[config.mk]
export PLATFORM = sky130hd
export DESIGN_NAME = histogram_auto_exposure_step
export DESIGN_NICKNAME = d
export VERILOG_FILES = /design/src/design/haes_pkg.sv /design/src/design/histogram_auto_exposure_step.sv /design/src/design/haes_accum.sv /design/src/design/haes_update.sv
export SDC_FILE = /design/constraint.sdc
export NUM_CORES = 2
export LEC_CHECK = 0
export BUFFER_PORTS_ARGS = -buffer_cell sky130_fd_sc_hd__buf_4
export CAP_MARGIN = 10
export CELL_PAD_IN_SITES_DETAIL_PLACEMENT = 1
export CELL_PAD_IN_SITES_GLOBAL_PLACEMENT = 2
export CORE_MARGIN = 2
export CORE_UTILIZATION = 35
export DETAILED_ROUTE_END_ITERATION = 10
export PLACE_DENSITY_LB_ADDON = 0.15
export SYNTH_ARGS = -nofsm -noshare
export SYNTH_HDL_FRONTEND = slang
export SYNTH_SLANG_ARGS = --single-unit
[constraint.sdc]
create_clock -name clk -period 14.3 [get_ports clk]
set_clock_uncertainty 0.15 [all_clocks]
set_input_delay 1.43 -clock clk [delete_from_list [all_inputs] [get_ports clk]]
set_output_delay 1.43 -clock clk [all_outputs]
set_load 0.02 [all_outputs]
[src/design/haes_pkg.sv]
package haes_pkg;

  // Histogram geometry
  localparam int BIN_COUNT      = 16;
  localparam int BIN_BITS       = 4;
  localparam int WEIGHT_BITS    = 3;
  localparam int COUNT_BITS_DEF = 24;

  // Total and weighted-sum headroom over one bin count
  localparam int TOTAL_GROW = 4;
  localparam int SUM_GROW   = 6;

  // Field widths
  localparam int VAL_BITS    = 16;
  localparam int EXT_BITS    = VAL_BITS + 2;
  localparam int STEP_BITS   = 12;
  localparam int THR_BITS    = 6;
  localparam int SETTLE_BITS = 2;
  localparam int VERD_BITS   = 2;

  // Configuration port
  localparam int CFG_IDX_BITS  = 3;
  localparam int CFG_DATA_BITS = 16;

  localparam logic [BIN_BITS-1:0] LAST_BIN = BIN_BITS'(BIN_COUNT - 1);

  // Register reset values
  localparam logic [VAL_BITS-1:0]    RST_EXPOSURE_MIN = 16'd1;
  localparam logic [VAL_BITS-1:0]    RST_EXPOSURE_MAX = 16'd65535;
  localparam logic [VAL_BITS-1:0]    RST_GAIN_MIN     = 16'd100;
  localparam logic [VAL_BITS-1:0]    RST_GAIN_MAX     = 16'd65535;
  localparam logic [STEP_BITS-1:0]   RST_STEP_SIZE    = 12'd130;
  localparam logic [THR_BITS-1:0]    RST_LOW_THR      = 6'd23;
  localparam logic [THR_BITS-1:0]    RST_HIGH_THR     = 6'd27;
  localparam logic [SETTLE_BITS-1:0] RST_SETTLE       = 2'd2;

  typedef enum logic [CFG_IDX_BITS-1:0] {
    REG_EXPOSURE_MIN = 3'd0,
    REG_EXPOSURE_MAX = 3'd1,
    REG_GAIN_MIN     = 3'd2,
    REG_GAIN_MAX     = 3'd3,
    REG_STEP_SIZE    = 3'd4,
    REG_LOW_THR      = 3'd5,
    REG_HIGH_THR     = 3'd6,
    REG_SETTLE       = 3'd7
  } cfg_reg_t;

  typedef enum logic [VERD_BITS-1:0] {
    VERDICT_IN_BAND = 2'd0,
    VERDICT_UNDER   = 2'd1,
    VERDICT_OVER    = 2'd2
  } verdict_t;

  typedef struct packed {
    logic [VAL_BITS-1:0]    exposure_min;
    logic [VAL_BITS-1:0]    exposure_max;
    logic [VAL_BITS-1:0]    gain_min;
    logic [VAL_BITS-1:0]    gain_max;
    logic [STEP_BITS-1:0]   step_size;
    logic [THR_BITS-1:0]    low_thr;
    logic [THR_BITS-1:0]    high_thr;
    logic [SETTLE_BITS-1:0] settle_frames;
  } cfg_t;

  // Group weight of a bin: five groups, weights 1 to 5
  function automatic logic [WEIGHT_BITS-1:0] bin_weight(input logic [BIN_BITS-1:0] idx);
    logic [WEIGHT_BITS-1:0] w;
    unique case (idx)
      4'd0, 4'd1, 4'd2:          w = 3'd1;
      4'd3, 4'd4, 4'd5:          w = 3'd2;
      4'd6, 4'd7, 4'd8, 4'd9:    w = 3'd3;
      4'd10, 4'd11, 4'd12:       w = 3'd4;
      default:                   w = 3'd5;
    endcase
    return w;
  endfunction

endpackage

[src/design/histogram_auto_exposure_step.sv]
// Histogram auto exposure step.
// Input channel (in_valid / in_stall): one luma histogram bin per request,
// bins 0 to 15 of a frame in turn, one request per cycle when not stalled.
// in_current_exposure and in_current_gain are sampled with bin 15 only.
// Output channel (out_valid / out_stall): one request per frame that is not
// skipped, carrying the clamped exposure and gain and the verdict.
// The result is registered in turn in the frame register, the compare
// stage, the step stage and the clamp register. Throughput: one bin per
// cycle when not stalled, set by the single accumulate add per bin.
// After each result the following settle_frames frames give no result.
// A stalled receiver fills the four result stages and then the block
// raises in_stall; bins that do not end a frame still need room there.
// Reset (rst_n low, synchronous) clears the sums, the settle count and the
// stage valids, and loads the register defaults. Write configuration
// through cfg_we / cfg_index / cfg_data only while the block is idle.
module histogram_auto_exposure_step #(
  parameter int COUNT_BITS = haes_pkg::COUNT_BITS_DEF
) (
  input  logic                                clk,
  input  logic                                rst_n,
  input  logic                                cfg_we,
  input  logic [haes_pkg::CFG_IDX_BITS-1:0]   cfg_index,
  input  logic [haes_pkg::CFG_DATA_BITS-1:0]  cfg_data,
  input  logic                                in_valid,
  output logic                                in_stall,
  input  logic [haes_pkg::BIN_BITS-1:0]       in_bin_index,
  input  logic [COUNT_BITS-1:0]               in_bin_count,
  input  logic [haes_pkg::VAL_BITS-1:0]       in_current_exposure,
  input  logic [haes_pkg::VAL_BITS-1:0]       in_current_gain,
  output logic                                out_valid,
  input  logic                                out_stall,
  output logic [haes_pkg::VAL_BITS-1:0]       out_new_exposure,
  output logic [haes_pkg::VAL_BITS-1:0]       out_new_gain,
  output logic [haes_pkg::VERD_BITS-1:0]      out_exposure_verdict
);

  localparam int TOTAL_BITS = COUNT_BITS + haes_pkg::TOTAL_GROW;
  localparam int SUM_BITS   = COUNT_BITS + haes_pkg::SUM_GROW;

  haes_pkg::cfg_t                cfg_r, cfg_nxt;
  haes_pkg::cfg_reg_t            reg_sel;
  logic [haes_pkg::VAL_BITS-1:0] wr_val;

  logic                          fr_valid, fr_ready;
  logic [SUM_BITS-1:0]           fr_sum;
  logic [TOTAL_BITS-1:0]         fr_total;
  logic [haes_pkg::VAL_BITS-1:0] fr_exposure, fr_gain;

  // Register writes; a zero minimum falls back to its default
  assign reg_sel = haes_pkg::cfg_reg_t'(cfg_index);
  assign wr_val  = cfg_data[haes_pkg::VAL_BITS-1:0];

  always_comb begin
    cfg_nxt = cfg_r;
    if (cfg_we) begin
      unique case (reg_sel)
        haes_pkg::REG_EXPOSURE_MIN:
          cfg_nxt.exposure_min = (wr_val == '0) ? haes_pkg::RST_EXPOSURE_MIN : wr_val;
        haes_pkg::REG_EXPOSURE_MAX: cfg_nxt.exposure_max = wr_val;
        haes_pkg::REG_GAIN_MIN:
          cfg_nxt.gain_min = (wr_val == '0) ? haes_pkg::RST_GAIN_MIN : wr_val;
        haes_pkg::REG_GAIN_MAX:  cfg_nxt.gain_max = wr_val;
        haes_pkg::REG_STEP_SIZE:
          cfg_nxt.step_size = cfg_data[haes_pkg::STEP_BITS-1:0];
        haes_pkg::REG_LOW_THR:
          cfg_nxt.low_thr = cfg_data[haes_pkg::THR_BITS-1:0];
        haes_pkg::REG_HIGH_THR:
          cfg_nxt.high_thr = cfg_data[haes_pkg::THR_BITS-1:0];
        haes_pkg::REG_SETTLE:
          cfg_nxt.settle_frames = cfg_data[haes_pkg::SETTLE_BITS-1:0];
        default: cfg_nxt = cfg_r;
      endcase
    end
  end

  always_ff @(posedge clk) begin
    if (!rst_n) begin
      cfg_r.exposure_min  <= haes_pkg::RST_EXPOSURE_MIN;
      cfg_r.exposure_max  <= haes_pkg::RST_EXPOSURE_MAX;
      cfg_r.gain_min      <= haes_pkg::RST_GAIN_MIN;
      cfg_r.gain_max      <= haes_pkg::RST_GAIN_MAX;
      cfg_r.step_size     <= haes_pkg::RST_STEP_SIZE;
      cfg_r.low_thr       <= haes_pkg::RST_LOW_THR;
      cfg_r.high_thr      <= haes_pkg::RST_HIGH_THR;
      cfg_r.settle_frames <= haes_pkg::RST_SETTLE;
    end else begin
      cfg_r <= cfg_nxt;
    end
  end

  // Accumulate bins and hand finished frames on
  haes_accum #(
    .COUNT_BITS (COUNT_BITS)
  ) u_accum (
    .clk                 (clk),
    .rst_n               (rst_n),
    .in_valid            (in_valid),
    .in_stall            (in_stall),
    .in_bin_index        (in_bin_index),
    .in_bin_count        (in_bin_count),
    .in_current_exposure (in_current_exposure),
    .in_current_gain     (in_current_gain),
    .settle_frames       (cfg_r.settle_frames),
    .fr_valid            (fr_valid),
    .fr_ready            (fr_ready),
    .fr_sum              (fr_sum),
    .fr_total            (fr_total),
    .fr_exposure         (fr_exposure),
    .fr_gain             (fr_gain)
  );

  // Judge the frame and compute the new sensor settings
  haes_update #(
    .COUNT_BITS (COUNT_BITS)
  ) u_update (
    .clk                  (clk),
    .rst_n                (rst_n),
    .cfg                  (cfg_r),
    .fr_valid             (fr_valid),
    .fr_ready             (fr_ready),
    .fr_sum               (fr_sum),
    .fr_total             (fr_total),
    .fr_exposure          (fr_exposure),
    .fr_gain              (fr_gain),
    .out_valid            (out_valid),
    .out_stall            (out_stall),
    .out_new_exposure     (out_new_exposure),
    .out_new_gain         (out_new_gain),
    .out_exposure_verdict (out_exposure_verdict)
  );

endmodule

[src/design/haes_accum.sv]
module haes_accum #(
  parameter int COUNT_BITS = haes_pkg::COUNT_BITS_DEF
) (
  input  logic                                 clk,
  input  logic                                 rst_n,
  input  logic                                 in_valid,
  output logic                                 in_stall,
  input  logic [haes_pkg::BIN_BITS-1:0]        in_bin_index,
  input  logic [COUNT_BITS-1:0]                in_bin_count,
  input  logic [haes_pkg::VAL_BITS-1:0]        in_current_exposure,
  input  logic [haes_pkg::VAL_BITS-1:0]        in_current_gain,
  input  logic [haes_pkg::SETTLE_BITS-1:0]     settle_frames,
  output logic                                 fr_valid,
  input  logic                                 fr_ready,
  output logic [COUNT_BITS+haes_pkg::SUM_GROW-1:0]   fr_sum,
  output logic [COUNT_BITS+haes_pkg::TOTAL_GROW-1:0] fr_total,
  output logic [haes_pkg::VAL_BITS-1:0]        fr_exposure,
  output logic [haes_pkg::VAL_BITS-1:0]        fr_gain
);

  localparam int TOTAL_BITS = COUNT_BITS + haes_pkg::TOTAL_GROW;
  localparam int SUM_BITS   = COUNT_BITS + haes_pkg::SUM_GROW;
  localparam int WPROD_BITS = COUNT_BITS + haes_pkg::WEIGHT_BITS;

  logic                               in_accept, last_bin, emit;
  logic [WPROD_BITS-1:0]              weighted;
  logic [TOTAL_BITS-1:0]              total_r, total_nxt, total_add;
  logic [SUM_BITS-1:0]                sum_r, sum_nxt, sum_add;
  logic [haes_pkg::SETTLE_BITS-1:0]   skip_r, skip_nxt;
  logic                               s1_v_r, s1_v_nxt;
  logic [SUM_BITS-1:0]                fr_sum_r;
  logic [TOTAL_BITS-1:0]              fr_total_r;
  logic [haes_pkg::VAL_BITS-1:0]      fr_exp_r, fr_gain_r;

  // Hold the request while the frame register cannot be handed on
  assign in_stall  = s1_v_r && !fr_ready;
  assign in_accept = in_valid && !in_stall;
  assign last_bin  = (in_bin_index == haes_pkg::LAST_BIN);
  assign emit      = in_accept && last_bin && (skip_r == '0);

  // Weight the bin and extend the running sums
  assign weighted  = WPROD_BITS'(in_bin_count)
                   * WPROD_BITS'(haes_pkg::bin_weight(in_bin_index));
  assign total_add = total_r + TOTAL_BITS'(in_bin_count);
  assign sum_add   = sum_r + SUM_BITS'(weighted);

  // Advance accumulators and settle count
  always_comb begin
    total_nxt = total_r;
    sum_nxt   = sum_r;
    skip_nxt  = skip_r;
    if (in_accept) begin
      if (last_bin) begin
        total_nxt = '0;
        sum_nxt   = '0;
        if (skip_r != '0) begin
          skip_nxt = skip_r - 1'b1;
        end else begin
          skip_nxt = settle_frames;
        end
      end else begin
        total_nxt = total_add;
        sum_nxt   = sum_add;
      end
    end
  end

  always_comb begin
    if (emit) begin
      s1_v_nxt = 1'b1;
    end else if (fr_ready) begin
      s1_v_nxt = 1'b0;
    end else begin
      s1_v_nxt = s1_v_r;
    end
  end

  always_ff @(posedge clk) begin
    if (!rst_n) begin
      total_r <= '0;
      sum_r   <= '0;
      skip_r  <= '0;
      s1_v_r  <= 1'b0;
    end else begin
      total_r <= total_nxt;
      sum_r   <= sum_nxt;
      skip_r  <= skip_nxt;
      s1_v_r  <= s1_v_nxt;
    end
  end

  // Capture the finished frame
  always_ff @(posedge clk) begin
    if (emit) begin
      fr_sum_r   <= sum_add;
      fr_total_r <= total_add;
      fr_exp_r   <= in_current_exposure;
      fr_gain_r  <= in_current_gain;
    end
  end

  assign fr_valid    = s1_v_r;
  assign fr_sum      = fr_sum_r;
  assign fr_total    = fr_total_r;
  assign fr_exposure = fr_exp_r;
  assign fr_gain     = fr_gain_r;

`ifndef SYNTH
  a_clear_at_end: assert property (@(posedge clk) disable iff (!rst_n)
    in_accept && last_bin |=> total_r == '0 && sum_r == '0)
    else $error("accumulators not cleared at end of frame");

  a_skip_count: assert property (@(posedge clk) disable iff (!rst_n)
    in_accept && last_bin && skip_r != '0 |=>
      skip_r == haes_pkg::SETTLE_BITS'($past(skip_r) - 1'b1) && !$rose(s1_v_r))
    else $error("skipped frame mishandled");
`endif

endmodule

[src/design/haes_update.sv]
module haes_update #(
  parameter int COUNT_BITS = haes_pkg::COUNT_BITS_DEF
) (
  input  logic                                       clk,
  input  logic                                       rst_n,
  input  haes_pkg::cfg_t                             cfg,
  input  logic                                       fr_valid,
  output logic                                       fr_ready,
  input  logic [COUNT_BITS+haes_pkg::SUM_GROW-1:0]   fr_sum,
  input  logic [COUNT_BITS+haes_pkg::TOTAL_GROW-1:0] fr_total,
  input  logic [haes_pkg::VAL_BITS-1:0]              fr_exposure,
  input  logic [haes_pkg::VAL_BITS-1:0]              fr_gain,
  output logic                                       out_valid,
  input  logic                                       out_stall,
  output logic [haes_pkg::VAL_BITS-1:0]              out_new_exposure,
  output logic [haes_pkg::VAL_BITS-1:0]              out_new_gain,
  output logic [haes_pkg::VERD_BITS-1:0]             out_exposure_verdict
);

  localparam int SUM_BITS  = COUNT_BITS + haes_pkg::SUM_GROW;
  localparam int PROD_BITS = SUM_BITS + 4;
  localparam int EXT       = haes_pkg::EXT_BITS;

  logic                 out_rdy, s3_rdy, s2_rdy, s2_load, s3_load, out_load;
  logic [PROD_BITS-1:0] sum_x10, low_x, high_x;
  logic                 nonempty, under_c, over_c;

  logic                          s2_v_r, s3_v_r, out_v_r;
  logic                          under_r, over_r;
  logic [haes_pkg::VAL_BITS-1:0] s2_exp_r, s2_gain_r;

  logic signed [EXT-1:0]  e0, g0, step_x, emax_x, gmin_x, emin_x, gmax_x;
  logic signed [EXT-1:0]  e_up, g_up, e_adj, g_adj;
  logic signed [EXT-1:0]  s3_exp_r, s3_gain_r;
  haes_pkg::verdict_t     verdict_c, s3_verdict_r;

  logic [haes_pkg::VAL_BITS-1:0]  exp_clamp, gain_clamp;
  logic [haes_pkg::VAL_BITS-1:0]  out_exp_r, out_gain_r;
  haes_pkg::verdict_t             out_verdict_r;

  // Stage hand-over: a stage moves on when the one after it has room
  assign out_rdy  = !out_v_r || !out_stall;
  assign s3_rdy   = !s3_v_r || out_rdy;
  assign s2_rdy   = !s2_v_r || s3_rdy;
  assign fr_ready = s2_rdy;
  assign s2_load  = fr_valid && s2_rdy;
  assign s3_load  = s2_v_r && s3_rdy;
  assign out_load = s3_v_r && out_rdy;

  // Compare mean with the thresholds by cross-multiplication
  assign sum_x10  = (PROD_BITS'(fr_sum) << 3) + (PROD_BITS'(fr_sum) << 1);
  assign low_x    = PROD_BITS'(fr_total) * PROD_BITS'(cfg.low_thr);
  assign high_x   = PROD_BITS'(fr_total) * PROD_BITS'(cfg.high_thr);
  assign nonempty = (fr_total != '0);
  assign under_c  = nonempty && (sum_x10 < low_x);
  assign over_c   = nonempty && (sum_x10 > high_x);

  // Step exposure and gain
  assign e0     = $signed({2'b00, s2_exp_r});
  assign g0     = $signed({2'b00, s2_gain_r});
  assign step_x = $signed(EXT'(cfg.step_size));
  assign emax_x = $signed({2'b00, cfg.exposure_max});
  assign gmin_x = $signed({2'b00, cfg.gain_min});
  assign emin_x = $signed({2'b00, cfg.exposure_min});
  assign gmax_x = $signed({2'b00, cfg.gain_max});

  always_comb begin
    e_up  = e0;
    g_up  = g0;
    if (under_r) begin
      e_up = e0 + step_x;
      if (e_up >= emax_x) begin
        g_up = g0 + step_x;
      end
    end
    e_adj = e_up;
    g_adj = g_up;
    if (over_r) begin
      if (e_up == emax_x && g_up != gmin_x) begin
        g_adj = g_up - step_x;
      end else begin
        e_adj = e_up - step_x;
      end
    end
  end

  always_comb begin
    priority if (under_r) begin
      verdict_c = haes_pkg::VERDICT_UNDER;
    end else if (over_r) begin
      verdict_c = haes_pkg::VERDICT_OVER;
    end else begin
      verdict_c = haes_pkg::VERDICT_IN_BAND;
    end
  end

  // Clamp, the maximum wins over the minimum
  always_comb begin
    priority if (s3_exp_r > emax_x) begin
      exp_clamp = cfg.exposure_max;
    end else if (s3_exp_r < emin_x) begin
      exp_clamp = cfg.exposure_min;
    end else begin
      exp_clamp = s3_exp_r[haes_pkg::VAL_BITS-1:0];
    end
    priority if (s3_gain_r > gmax_x) begin
      gain_clamp = cfg.gain_max;
    end else if (s3_gain_r < gmin_x) begin
      gain_clamp = cfg.gain_min;
    end else begin
      gain_clamp = s3_gain_r[haes_pkg::VAL_BITS-1:0];
    end
  end

  always_ff @(posedge clk) begin
    if (!rst_n) begin
      s2_v_r  <= 1'b0;
      s3_v_r  <= 1'b0;
      out_v_r <= 1'b0;
    end else begin
      if (s2_rdy) begin
        s2_v_r <= fr_valid;
      end
      if (s3_rdy) begin
        s3_v_r <= s2_v_r;
      end
      if (out_rdy) begin
        out_v_r <= s3_v_r;
      end
    end
  end

  always_ff @(posedge clk) begin
    if (s2_load) begin
      under_r   <= under_c;
      over_r    <= over_c;
      s2_exp_r  <= fr_exposure;
      s2_gain_r <= fr_gain;
    end
    if (s3_load) begin
      s3_exp_r     <= e_adj;
      s3_gain_r    <= g_adj;
      s3_verdict_r <= verdict_c;
    end
    if (out_load) begin
      out_exp_r     <= exp_clamp;
      out_gain_r    <= gain_clamp;
      out_verdict_r <= s3_verdict_r;
    end
  end

  assign out_valid            = out_v_r;
  assign out_new_exposure     = out_exp_r;
  assign out_new_gain         = out_gain_r;
  assign out_exposure_verdict = out_verdict_r;

`ifndef SYNTH
  a_empty_in_band: assert property (@(posedge clk) disable iff (!rst_n)
    s2_load && fr_total == '0 |=> !under_r && !over_r)
    else $error("empty histogram gave a verdict");

  a_result_moves: assert property (@(posedge clk) disable iff (!rst_n)
    s3_v_r && out_rdy |=> out_v_r)
    else $error("result lost between last two stages");
`endif

endmodule

[Word-level counts from Yosys, hierarchy flattened]
Memories as Yosys holds them, arrays and structs flattened.
Index checks and enable logic that the tools add are counted.
Word-level totals
  register bits after elaboration: 350
  bits in read-only memories: 48
  input bits: 84
  word-level logic and storage cells: 111
  memories: 1
Memory list
  (no name shown): words 16, width 3, read ports 1, clocked after Yosys merged registers in 0, wr ports 0, RTL line haes_pkg.sv:68  | unique case (idx)
Operators by class
  add/subtract/negate cells: 8
  multipliers: 3
  magnitude comparators: 7
  equal/unequal tests: 10
  mux-type cells: 19
  reduce and logical (&&, ||, !) cells: 34
Operators by type and width (number)
  $mux W18: 6
  $mux W16: 6
  $mul A28 B6 Y34: 2
  $gt A18 B17 Y1: 2
  $lt A18 B17 Y1: 2
  $sub A18 B13 Y18: 2
  $add A16 B12 Y17: 2
  $add A33 B31 Y34: 1
  $gt A34 B34 Y1: 1
  $lt A34 B34 Y1: 1
  $add A30 B27 Y30: 1
  $mux W30: 1
  $add A28 B24 Y28: 1
  $mux W28: 1
  $reduce_bool A28 Y1: 1
  $mul A24 B3 Y27: 1
  $eq A18 B17 Y1: 1
  $ge A18 B17 Y1: 1
  $ne A18 B17 Y1: 1
  $reduce_and A2 Y1: 9
  $mux W17: 1
  $logic_not A16 Y1: 1
  $eq A3 B3 Y1 const B: 4
  $logic_and A1 B1 Y1: 10
  other kinds (11): 22

[Depth between registers and ports, before layout]
  depth after elaboration: 11
  mapped depth: 31
  gate-level depth less buffers: 29

[Hierarchy]
Synthesis repeated with hierarchy kept, for this count alone.
Second synthesis, totals
  cells, all modules: 3910
  area total of the unflattened synthesis: 35779.3 um^2
Modules (own cells, without submodules)
  haes_update: times used 1, cells an instance 2605, area an instance 22919.5 um^2, seq. area each 3243.1 um^2
  haes_accum: times used 1, cells an instance 918, area an instance 9469.1 um^2, seq. area each 3923.8 um^2
  histogram_auto_exposure_step: times used 1, cells an instance 387, area an instance 3390.8 um^2, seq. area each 1801.7 um^2

[Least setup slack after synthesis]
Ideal clock, no wire load.
  kind: input -> register
  from: input out_stall
  to: register u_accum.fr_exp_r (netlist bit u_accum.fr_exposure[0]), enable pin
  arrival time: 10553 ps
  path slack: 2832 ps
  stages on the path: 4
  buffers on the path: 0
  cell sequence: and3_1 -> nand3_1 -> nand2_1 -> nor4_1
On the way
  cells in the longest elaborated chain, start to end: 10
RTL lines
  start: declaration: RTL line histogram_auto_exposure_step.sv:31  | input logic out_stall,
  $logic_not A1 Y1: RTL line haes_update.sv:42  | assign out_rdy = !out_v_r || !out_stall;
  $logic_or A1 B1 Y1: RTL line haes_update.sv:42
  $logic_or A1 B1 Y1: RTL line haes_update.sv:43  | assign s3_rdy = !s3_v_r || out_rdy;
  $logic_or A1 B1 Y1: RTL line haes_update.sv:44  | assign s2_rdy = !s2_v_r || s3_rdy;
  $logic_not A1 Y1: RTL line haes_accum.sv:36  | assign in_stall = s1_v_r && !fr_ready;
  $logic_and A1 B1 Y1: RTL line haes_accum.sv:36
  $logic_not A1 Y1: RTL line haes_accum.sv:37  | assign in_accept = in_valid && !in_stall;
  $logic_and A1 B1 Y1: RTL line haes_accum.sv:37
  $logic_and A1 B1 Y1 (2 in a row): RTL line haes_accum.sv:39  | assign emit = in_accept && last_bin && (skip_r == '0);
  via u_accum.emit: RTL line haes_accum.sv:25  | logic in_accept, last_bin, emit;
  end signal: assignment: RTL line haes_accum.sv:97  | fr_exp_r <= in_current_exposure;
  end: declaration: RTL line haes_accum.sv:33  | logic [haes_pkg::VAL_BITS-1:0] fr_exp_r, fr_gain_r;
The timed path passes the listed nets, and every way through them passes these cells.
A chain may end at the register's enable or synchronous reset.

[Final worst setup path]
  from: register cfg_r[12] in the netlist's numbering
  to: register u_update.under_r, data pin
On the way
  cells in the longest elaborated chain, start to end: 3
RTL lines
  start: declaration: RTL line histogram_auto_exposure_step.sv:40  | haes_pkg::cfg_t cfg_r, cfg_nxt;
  start signal: assignment: RTL line histogram_auto_exposure_step.sv:87  | cfg_r <= cfg_nxt;
  $mul A28 B6 Y34: RTL line haes_update.sv:52  | assign low_x = PROD_BITS'(fr_total) * PROD_BITS'(cfg.low_thr);
  $lt A34 B34 Y1: RTL line haes_update.sv:55  | assign under_c = nonempty && (sum_x10 < low_x);
  $logic_and A1 B1 Y1: RTL line haes_update.sv:55
  via u_update.under_c: RTL line haes_update.sv:26  | logic nonempty, under_c, over_c;
  end signal: assignment: RTL line haes_update.sv:135  | under_r <= under_c;
  end: declaration: RTL line haes_update.sv:29  | logic under_r, over_r;
The timed path passes the listed nets, and every way through them passes these cells.

==> flow_metrics.env <==
export IMPL_fp_dieH_um=317
export IMPL_finalCritPeriodShare=0.560
export IMPL_synth_flop_cell="edfxtp_1"
export IMPL_fin_nets=4540
export IMPL_via_count=27000
export IMPL_synth_area_mm2=0.0343
export IMPL_hold_class="reg2reg"
export IMPL_die_area_mm2=0.100
export IMPL_ys_ff_latch=350
export IMPL_cts_buffer_depth=3
export IMPL_diodes=0
export IMPL_regArea_mm2=0.00897
export IMPL_fill_cells=11200
export IMPL_overflow=0
export IMPL_synth_commonest_cells="554 x nand2_1, 439 x inv_1, 358 x ha_1"
export IMPL_slew_headroom=0.211
export IMPL_fin_crit_ns=8.00
export IMPL_io_buffers=119
export IMPL_cpMostUsedCell="a21o_1"
export IMPL_power_density_mw_per_mm2=111
export IMPL_syn_inst=3780
export IMPL_final_hold_violation_count=0
export IMPL_whs_ns=0.264
export IMPL_place_ws_ns=6.14
export IMPL_post_cts_buffers=0
export IMPL_tightest_slew_ns=1.18
export IMPL_fin_ws_ns=6.30
export IMPL_cts_hold_buf=0
export IMPL_grt_pass1_wl_um=171000
export IMPL_area_growth_pct=11.3
export IMPL_io_pins=120
export IMPL_clock_root_buffer="clkbuf_16"
export IMPL_dieWidth_um=317
export IMPL_synth_seq_area_share=0.262
export IMPL_p_leak_nw=17.5
export IMPL_cts_sinks=350
export IMPL_yosys_cell_types_count=92
export IMPL_track_usage=0.223
export IMPL_worstSetupPathType="reg2reg"
export IMPL_crit_path_end_kind="register"
export IMPL_fin_setup_tns_ns=0
export IMPL_rsz0062_at_grt="no"
export IMPL_cp_slowest_stage_delay_ns=0.67
export IMPL_synth_nets=4485
export IMPL_drt_iter0_markers=1525
export IMPL_grt_max_degree=60
export IMPL_dp_hpwl_um=87400
export IMPL_clk_latency_ns=0.62
export IMPL_antenna_left=0
export IMPL_cts_buffers=46
export IMPL_grt_antenna_before_repair=2
export IMPL_synthTopCellsByArea="edfxtp_1 17%, fa_1 15%, ha_1 13%"
export IMPL_peakVddDrop_v=0.0000837
export IMPL_dpl_instance_area_mm2=0.0365
export IMPL_finalSetupViolations=0
export IMPL_drc_errors=0
export IMPL_finalMaxSlewViolations=0
export IMPL_num_rows=114
export IMPL_routedWlPerCell_um=21.4
export IMPL_clk_pin_slew_worst_paths_ns=0.06
export IMPL_yosysTopAreaCell="edfxtp_1"
export IMPL_cp_required_ns=14.49
export IMPL_status="finished clean"
export IMPL_place_gp_congestion=0.833
export IMPL_htree_levels=2
export IMPL_cp_slowest_cell="dfxtp_1"
export IMPL_grt_pass1_vias=28100
export IMPL_finalWirelength_um=110000
export IMPL_cp_arrival_ns=8.19
export IMPL_ctsResizeCount=0
export IMPL_core_mm2=0.0969
export IMPL_synth_area_per_cell_um2=9.06
export IMPL_dr_pass1_iters=5
export IMPL_fmax_mhz=125
export IMPL_yosys_warnings=0
export IMPL_final_area_mm2=0.0381
export IMPL_synth_edff_count=196
export IMPL_start_util=0.354
export IMPL_synth_most_common_cell="nand2_1"
export IMPL_path_max_fanout=17
export IMPL_r2r_slack_ns=6.30
export IMPL_cts_tree="yes"
export IMPL_multi_input_area_mm2=0.0231
export IMPL_post_synth_top_area_fraction=0.172
export IMPL_start_kind="register"
export IMPL_drive_gt1_frac=0.0746
export IMPL_maxCapViolCount=0
export IMPL_synthArstFlopShare=0
export IMPL_via_per_inst=5.24
==> path summary, 6_finish.rpt <==
path,startpoint,endpoint,cells after the start
setup / recovery,cfg_r[12],u_update.under_r,29
hold / removal,u_accum.fr_gain[0],u_update.s2_gain_r[0],0
setup reg to reg,cfg_r[12],u_update.under_r,29
hold reg to reg,u_accum.fr_gain[0],u_update.s2_gain_r[0],0
==> cell families after synthesis <==
| family | synth area share |
|---|---|
| simple gates | 0.158 |
| compound gates | 0.147 |
| fa+ha+maj | 0.284 |
| buf+inv | 0.0648 |
| flops | 0.262 |
| xor+xnor | 0.0563 |
| mux | 0.0279 |
==> per-stage QoR <==
stage                      util  total power [W]  instances
after detailed placement  0.377          0.00301       5063
after global placement    0.377          0.00300       5063
after floorplan               -          0.00248       3780
final                     0.394          0.00424       5149
after CTS                 0.394          0.00430       5149
after global routing      0.394          0.00457       5149
==> area by class of cell <==
cell class / instances / share of cell area
Sequential cell: 350 / 0.235
Timing Repair Buffer: 151 / 0.0297
Tap cell: 1276 / 0.0419
Multi-Input combinational cell: 2847 / 0.607
Clock buffer: 67 / 0.0360
Clock inverter: 19 / 0.00679
Inverter: 439 / 0.0433
==> worst max-delay path, delay by kind of cell, from the launching register on <==
family | cells | cell delay, ns
compound gates | 14 | 3.09
flops | 1 | 0.67
buf+inv | 4 | 0.50
simple gates | 5 | 0.91
xor+xnor | 1 | 0.18
fa+ha+maj | 5 | 2.23
==> registers in the layout, indices dropped and copies added, names as in the netlist, 16 cells and up <==
signal and count:
u_accum.fr_gain 16, u_update.s2_exp_r 16, u_accum.total_r 28, u_update.out_new_gain 16, u_accum.fr_total 28, u_update.s3_exp_r 18, u_accum.fr_sum 30, cfg_r 90
u_update.out_new_exposure 16, u_accum.sum_r 30, u_accum.fr_exposure 16, u_update.s3_gain_r 18, u_update.s2_gain_r 16
==> power by group <==
part | internal [W] | switching (W)
clock network | 0.000762 | 0.000486
logic | 0.000726 | 0.00107
registers | 0.00115 | 0.0000521
==> cells in the final DEF, fill, tap and decap left out, drive strengths merged, types with 21 or more instances in the layout <==
cell	netlist	routed
nand2	555	555
inv	439	442
ha	358	358
fa	263	263
nor2	198	198
a21oi	198	198
edfxtp	196	196
dfxtp	154	154
buf	17	151
xnor2	142	142
and2	109	109
a21o	102	102
o21ai	98	98
xor2	73	73
clkbuf	127	67
mux2i	62	62
o211ai	56	56
nand3	55	55
nor3	48	48
a22oi	40	40
o21a	39	39
nand2b	37	37
nor2b	35	35
nand4	34	34
mux2	28	28
a31oi	27	27
and3	24	24
a21boi	23	23
a211oi	22	22
nor4	22	22
o21bai	21	21
==> metal layers <==
metal	track usage	part of all wire	up-vias
li1	-	-	13000
met1	0.344	0.53	13400
met2	0.326	0.41	394
met3	0.0356	0.044	79
met4	0.0414	0.015	0
met5	0	0	-
Note: power is estimated with default switching activity, not from simulation.
